**src/hw/rtl/ipv4hc_pkg.sv**
```systemverilog
package ipv4hc_pkg;

  // One input word of the header stream.
  typedef struct packed {
    logic [15:0] header_word;
    logic        first_word;
  } in_word_t;

  // One verdict word.
  typedef struct packed {
    logic [2:0] verdict;
    logic [1:0] protocol_class;
    logic [7:0] protocol_number;
    logic [3:0] header_length_words;
  } verdict_word_t;

  // Verdict codes, in the order the checks are applied.
  localparam logic [2:0] VERDICT_ACCEPT   = 3'd0;
  localparam logic [2:0] VERDICT_VERSION  = 3'd1;
  localparam logic [2:0] VERDICT_SHORT    = 3'd2;
  localparam logic [2:0] VERDICT_TTL      = 3'd3;
  localparam logic [2:0] VERDICT_CHECKSUM = 3'd4;
  localparam logic [2:0] VERDICT_FLAGS    = 3'd5;
  localparam logic [2:0] VERDICT_PROTOCOL = 3'd6;

  // Protocol classes.
  localparam logic [1:0] CLASS_ICMP  = 2'd0;
  localparam logic [1:0] CLASS_TCP   = 2'd1;
  localparam logic [1:0] CLASS_UDP   = 2'd2;
  localparam logic [1:0] CLASS_OTHER = 2'd3;

  // Protocol numbers and header constants.
  localparam logic [7:0]  PROTO_ICMP   = 8'd1;
  localparam logic [7:0]  PROTO_TCP    = 8'd6;
  localparam logic [7:0]  PROTO_UDP    = 8'd17;
  localparam logic [3:0]  IP_VERSION   = 4'd4;
  localparam logic [3:0]  MIN_IHL      = 4'd5;
  localparam logic [15:0] SUM_GOOD     = 16'hffff;
  localparam logic [4:0]  WORD_FLAGS   = 5'd3;
  localparam logic [4:0]  WORD_TTL     = 5'd4;

  // Ones-complement add with end-around carry.
  function automatic logic [15:0] oc_add(input logic [15:0] a, input logic [15:0] b);
    logic [16:0] s;
    s = {1'b0, a} + {1'b0, b};
    return s[15:0] + {15'd0, s[16]};
  endfunction

endpackage

```
**src/hw/rtl/ipv4hc_track.sv**
```systemverilog
// Header state: running checksum, field capture, word count and the verdict.
module ipv4hc_track (
  input  logic                    clk,
  input  logic                    rst,
  input  logic                    go,
  input  ipv4hc_pkg::in_word_t    word,
  output logic                    emit,
  output ipv4hc_pkg::verdict_word_t result
);

  logic        in_header;
  logic [4:0]  words_seen;
  logic [15:0] running_sum;
  logic [3:0]  version_seen;
  logic [3:0]  ihl_seen;
  logic [2:0]  flags_seen;
  logic [7:0]  ttl_seen;
  logic [7:0]  proto_seen;

  logic        open;
  logic [4:0]  words_base;
  logic [4:0]  words_seen_next;
  logic [15:0] running_sum_next;
  logic [3:0]  version_seen_next;
  logic [3:0]  ihl_seen_next;
  logic [2:0]  flags_seen_next;
  logic [7:0]  ttl_seen_next;
  logic [7:0]  proto_seen_next;
  logic [3:0]  ihl_eff;
  logic        done;
  logic [1:0]  cls;

  always_comb begin
    open              = word.first_word || in_header;
    words_base        = word.first_word ? 5'd0 : words_seen;
    version_seen_next = word.first_word ? word.header_word[15:12] : version_seen;
    ihl_seen_next     = word.first_word ? word.header_word[11:8] : ihl_seen;
    flags_seen_next   = word.first_word ? 3'd0 : flags_seen;
    ttl_seen_next     = word.first_word ? 8'd0 : ttl_seen;
    proto_seen_next   = word.first_word ? 8'd0 : proto_seen;
    if (words_base == ipv4hc_pkg::WORD_FLAGS) begin
      flags_seen_next = word.header_word[15:13];
    end else if (words_base == ipv4hc_pkg::WORD_TTL) begin
      ttl_seen_next   = word.header_word[15:8];
      proto_seen_next = word.header_word[7:0];
    end
    running_sum_next = ipv4hc_pkg::oc_add(word.first_word ? 16'd0 : running_sum,
                                          word.header_word);
    words_seen_next  = words_base + 5'd1;

    // A short header is treated as five 32-bit words long.
    ihl_eff = (ihl_seen_next < ipv4hc_pkg::MIN_IHL) ? ipv4hc_pkg::MIN_IHL : ihl_seen_next;
    done    = open && (words_seen_next >= {ihl_eff, 1'b0});
    emit    = done;

    if (proto_seen_next == ipv4hc_pkg::PROTO_ICMP) begin
      cls = ipv4hc_pkg::CLASS_ICMP;
    end else if (proto_seen_next == ipv4hc_pkg::PROTO_TCP) begin
      cls = ipv4hc_pkg::CLASS_TCP;
    end else if (proto_seen_next == ipv4hc_pkg::PROTO_UDP) begin
      cls = ipv4hc_pkg::CLASS_UDP;
    end else begin
      cls = ipv4hc_pkg::CLASS_OTHER;
    end

    if (version_seen_next != ipv4hc_pkg::IP_VERSION) begin
      result.verdict = ipv4hc_pkg::VERDICT_VERSION;
    end else if (ihl_seen_next < ipv4hc_pkg::MIN_IHL) begin
      result.verdict = ipv4hc_pkg::VERDICT_SHORT;
    end else if (ttl_seen_next == 8'd0) begin
      result.verdict = ipv4hc_pkg::VERDICT_TTL;
    end else if (running_sum_next != ipv4hc_pkg::SUM_GOOD) begin
      result.verdict = ipv4hc_pkg::VERDICT_CHECKSUM;
    end else if (flags_seen_next != 3'd0) begin
      result.verdict = ipv4hc_pkg::VERDICT_FLAGS;
    end else if (cls == ipv4hc_pkg::CLASS_OTHER) begin
      result.verdict = ipv4hc_pkg::VERDICT_PROTOCOL;
    end else begin
      result.verdict = ipv4hc_pkg::VERDICT_ACCEPT;
    end
    result.protocol_class      = cls;
    result.protocol_number     = proto_seen_next;
    result.header_length_words = ihl_seen_next;
  end

  always_ff @(posedge clk) begin
    if (rst) begin
      in_header    <= 1'b0;
      words_seen   <= 5'd0;
      running_sum  <= 16'd0;
      version_seen <= 4'd0;
      ihl_seen     <= 4'd0;
      flags_seen   <= 3'd0;
      ttl_seen     <= 8'd0;
      proto_seen   <= 8'd0;
    end else if (go && open) begin
      in_header    <= !done;
      words_seen   <= words_seen_next;
      running_sum  <= running_sum_next;
      version_seen <= version_seen_next;
      ihl_seen     <= ihl_seen_next;
      flags_seen   <= flags_seen_next;
      ttl_seen     <= ttl_seen_next;
      proto_seen   <= proto_seen_next;
    end
  end

endmodule

```
**config.mk**
```make
export PLATFORM = sky130hd
export DESIGN_NAME = ipv4hc_track
export DESIGN_NICKNAME = d
export VERILOG_FILES = /design/src/hw/rtl/ipv4hc_pkg.sv /design/src/hw/rtl/ipv4hc_track.sv
export SDC_FILE = /design/constraint.sdc
export NUM_CORES = 1
export LEC_CHECK = 0
export BUFFER_PORTS_ARGS = -buffer_cell sky130_fd_sc_hd__buf_2
export CORE_UTILIZATION = 25
export DETAILED_ROUTE_END_ITERATION = 10
export GPL_ROUTABILITY_DRIVEN = 0
export PLACE_DENSITY = 0.4
export SYNTH_ARGS = -nofsm -noshare
export SYNTH_HDL_FRONTEND = slang
export SYNTH_SLANG_ARGS = --single-unit
```
**constraint.sdc**
```tcl
create_clock -name clk -period 9.7 [get_ports clk]
set_input_delay 0 -clock clk [delete_from_list [all_inputs] [get_ports clk]]
set_output_delay 0 -clock clk [all_outputs]
set_load 0.05 [all_outputs]
```
==> impl_metrics.sql <==
INSERT INTO impl_metrics (metric_group, metric, value, unit) VALUES
('outcome', 'run_status', 'finished, final reports clean', ''),
('power_and_ir_drop', 'power.total', '588', 'µW'),
('power_and_ir_drop', 'comb_power_share', '0.296', ''),
('setup_path', 'crit_fanout', '4', ''),
('global_route', 'grt_start_max_net_pins', '59', ''),
('synth', 'synth.largest_area_cell', 'sky130_fd_sc_hd__dfxtp_1', ''),
('power_and_ir_drop', 'p_clk_frac', '0.331', ''),
('setup_path', 'critical-path-top-cell-by-count', 'sky130_fd_sc_hd__ha_1', ''),
('layout', 'fin_nets', '548', ''),
('synth', 'synth_seq_cells', '49', ''),
('die', 'dieArea', '15200', 'µm²'),
('setup_path', 'cp_cell_sequence', 'nor2b_1, ha_1, fa_1, a21o_1, a221o_2, a211oi_2, o21bai_1, a21oi_1, o21ai_0, a21o_1, ha_1, ha_1, and2_1, and3_1, xor2_1, a31oi_1, nor4b_1, o211ai_2, o41ai_2, buf_2', ''),
('timing', 'hold_viol', '0', ''),
('timing', 'maxSlewHeadroom', '0.347', ''),
('timing', 'worstMarginPinSlew', '0.979', 'ns'),
('power_and_ir_drop', 'p_sw_frac', '0.333', ''),
('setup_path', 'element_type_at_the_critical_path_start', 'flip-flop', ''),
('setup_path', 'worst-r2r-setup-slack', '5.49', 'ns'),
('timing', 'final_critical_delay_including_setup_and_external_delays', '5.15', 'ns'),
('setup_path', 'critical_path.top_delay_family', 'compound AO/OA/AOI/OAI gates', ''),
('setup_path', 'critical-path-max-stage-delay', '0.40', 'ns'),
('route', 'drt_drc_violations_left', '0', ''),
('route', 'post_drt_via_cell_ratio', '5.00', ''),
('power_and_ir_drop', 'cellLeakagePower', '1.75', 'nW'),
('layout', 'final_layout_size_suffix_gt1_frac', '0.135', ''),
('timing', 'final_cycle_utilization_of_the_critical_path', '0.530', ''),
('die', 'top_level_ports', '38', ''),
('route', 'ant_nets', '0', ''),
('power_and_ir_drop', 'power_density', '140', 'nW/µm²'),
('timing', 'slew_viol_final', '0', ''),
('synth', 'synth_area_per_cell', '7.71', 'µm²'),
('synth', 'dominantRegCellSynth', 'sky130_fd_sc_hd__dfxtp_1', ''),
('timing', 'rsz_0062_raised_after_global_routing', 'no', ''),
('clock_network', 'clock-sinks', '49', ''),
('synth', 'synth_cell_type_count', '65', ''),
('power_and_ir_drop', 'vdd_ir_drop_max', '0.0730', 'mV'),
('layout', 'fill_cells', '1547', ''),
('clock_network', 'cts_buffers', '5', ''),
('timing', 'fin_worst_skew', '0.00537', 'ns'),
('clock_network', 'post_cts_resize_count', '0', ''),
('synth', 'synth_warn', '0', ''),
('synth', 'netlist_instances', '477', ''),
('clock_network', 'cts-root-to-sink-buffers', '2', ''),
('synth', 'synth_enable_flop_cells', '0', ''),
('die', 'die-width', '123', 'µm'),
('clock_network', 'cts_hold_buffers', '0', ''),
('global_route', 'initial_antenna_violation_count', '0', ''),
('power_and_ir_drop', 'p_int', '392', 'µW'),
('die', 'fp.coreArea', '14100', 'µm²'),
('flow_run', 'max-cap-violations', '0', ''),
('synth', 'synth.cell_area', '3680', 'µm²'),
('die', 'row_count', '43', ''),
('power_and_ir_drop', 'net-switching-power', '196', 'µW'),
('placement', 'io_buffer_count', '37', ''),
('die', 'initial_utilization', '0.261', ''),
('power_and_ir_drop', 'sequentialPowerShare', '0.373', ''),
('layout', 'post-route-util', '0.298', ''),
('layout', 'antenna-diode-count', '0', ''),
('timing', 'setup_viol', '0', ''),
('timing', 'max_clock_freq', '0.194', 'GHz'),
('clock_network', 'clk_root_buffer_cell', 'sky130_fd_sc_hd__clkbuf_16', ''),
('route', 'route.detailed.wl_per_inst', '15.4', 'µm'),
('timing', 'timing.setup.tns', '0', 'ns'),
('clock_network', 'clock_insertion_delay_worst_skew', '0.29', 'ns'),
('global_route', 'first_global_vias', '3306', ''),
('setup_path', 'path_buf_inv', '1', ''),
('placement', 'dp_hpwl', '7850', 'µm'),
('route', 'routed-via-count', '3415', ''),
('setup_path', 'crit_path_top_delay_cell', 'sky130_fd_sc_hd__fa_1', ''),
('route', 'routed_wirelength', '10500', 'µm'),
('setup_path', 'end_kind', 'output pin', '');
==> logic make-up after synthesis <==
logic type / Yosys count / synth area share
flip-flops: 49 / 0.267
AND/OR/NAND/NOR: 199 / 0.271
AO/OA/AOI/OAI: 127 / 0.243
buffers and inverters: 43 / 0.0445
XOR/XNOR: 27 / 0.0683
adder cells (fa/ha/maj): 25 / 0.0870
multiplexers: 7 / 0.0197
==> worst paths after layout <==
path                         from               to  depth (start not counted)
setup / recovery   running_sum[0]       result[14]                         20
hold / removal                 go  version_seen[2]                          3
setup reg to reg   running_sum[0]  running_sum[14]                         20
hold reg to reg   version_seen[2]  version_seen[2]                          2
==> cell usage in the layout (no fill, tap or decap), types with 13 or more instances in the layout <==
master                     synthesis  routed
sky130_fd_sc_hd__a211oi_1         25      25
sky130_fd_sc_hd__ha_1             24      24
sky130_fd_sc_hd__inv_1            22      22
sky130_fd_sc_hd__buf_2             2      37
sky130_fd_sc_hd__nand2_1          41      41
sky130_fd_sc_hd__dfxtp_1          49      49
sky130_fd_sc_hd__a21oi_1          31      31
sky130_fd_sc_hd__nor3_1           16      16
sky130_fd_sc_hd__nor2b_1          20      19
sky130_fd_sc_hd__nor2_1           66      66
sky130_fd_sc_hd__xnor2_1          13      13
==> per-layer routing <==
layer	share of wire	wire length (µm)	GRT usage
met1	0.51	5400	0.206
met2	0.44	4660	0.239
met3	0.036	374	0.0221
met4	0.0094	99	0.0309
met5	0	0	0
==> layout make-up <==
class / instances / area (µm²) / area share
multi-input cells: 385 / 2540 / 0.605
flip-flops and latches: 49 / 981 / 0.234
inverters: 22 / 82.6 / 0.0197
well taps: 180 / 225 / 0.0536
repair buffers: 40 / 208 / 0.0495
clock buffers: 5 / 125 / 0.0298
clock inverters: 2 / 35.0 / 0.00834
==> power by group through the flow <==
stage,sequential (mW),clock (mW),combinational (mW)
after global routing,0.221,0.211,0.193
after CTS,0.219,0.202,0.176
after global placement,0.223,0,0.175
after detailed placement,0.223,0,0.175
after floorplan,0.222,0,0.131
final,0.219,0.195,0.174
==> stage by stage <==
step	hold WS (ns)	instances	worst slack [ns]	area [µm²]
floorplan	0.148	477	3.77	3680
global placement	0.348	676	4.77	4040
detailed placement	0.352	676	4.62	4040
CTS	0.0451	683	4.48	4200
global route	0.0632	683	4.20	4200
finish	0.0479	683	4.55	4200
==> sequential cells by signal, indices dropped and copies added, names as in the netlist <==
name,flops
proto_seen,8
ttl_seen,8
running_sum,16
flags_seen,3
words_seen,5
in_header,1
ihl_seen,4
version_seen,4
==> worst register-to-register path, delay by kind of cell, from the launching register on <==
kind            cells  cell delay, ns
xor+xnor            1            0.13
simple gates        7            0.92
fa+ha+maj           4            1.06
compound gates      8            1.72
flops               1            0.31
==> synthesized netlist by cell type (all sizes together) (2+ instances only) <==
master  count
ha         24
and3        6
a31oi      10
or3b        2
nor3       16
o21ai      15
nor2b      20
nor4        5
a22oi      12
buf         4
and2        5
and3b       4
xor2       14
a21oi      33
nand3      13
nor2       66
nand2b      5
mux2        2
nand4       4
inv        22
a221o       3
a21o        8
o211ai      4
nand2      41
clkbuf     17
nor3b       5
a211oi     27
xnor2      13
o41ai       2
dfxtp      49
mux2i       5
(Power assumes the default switching activity.)
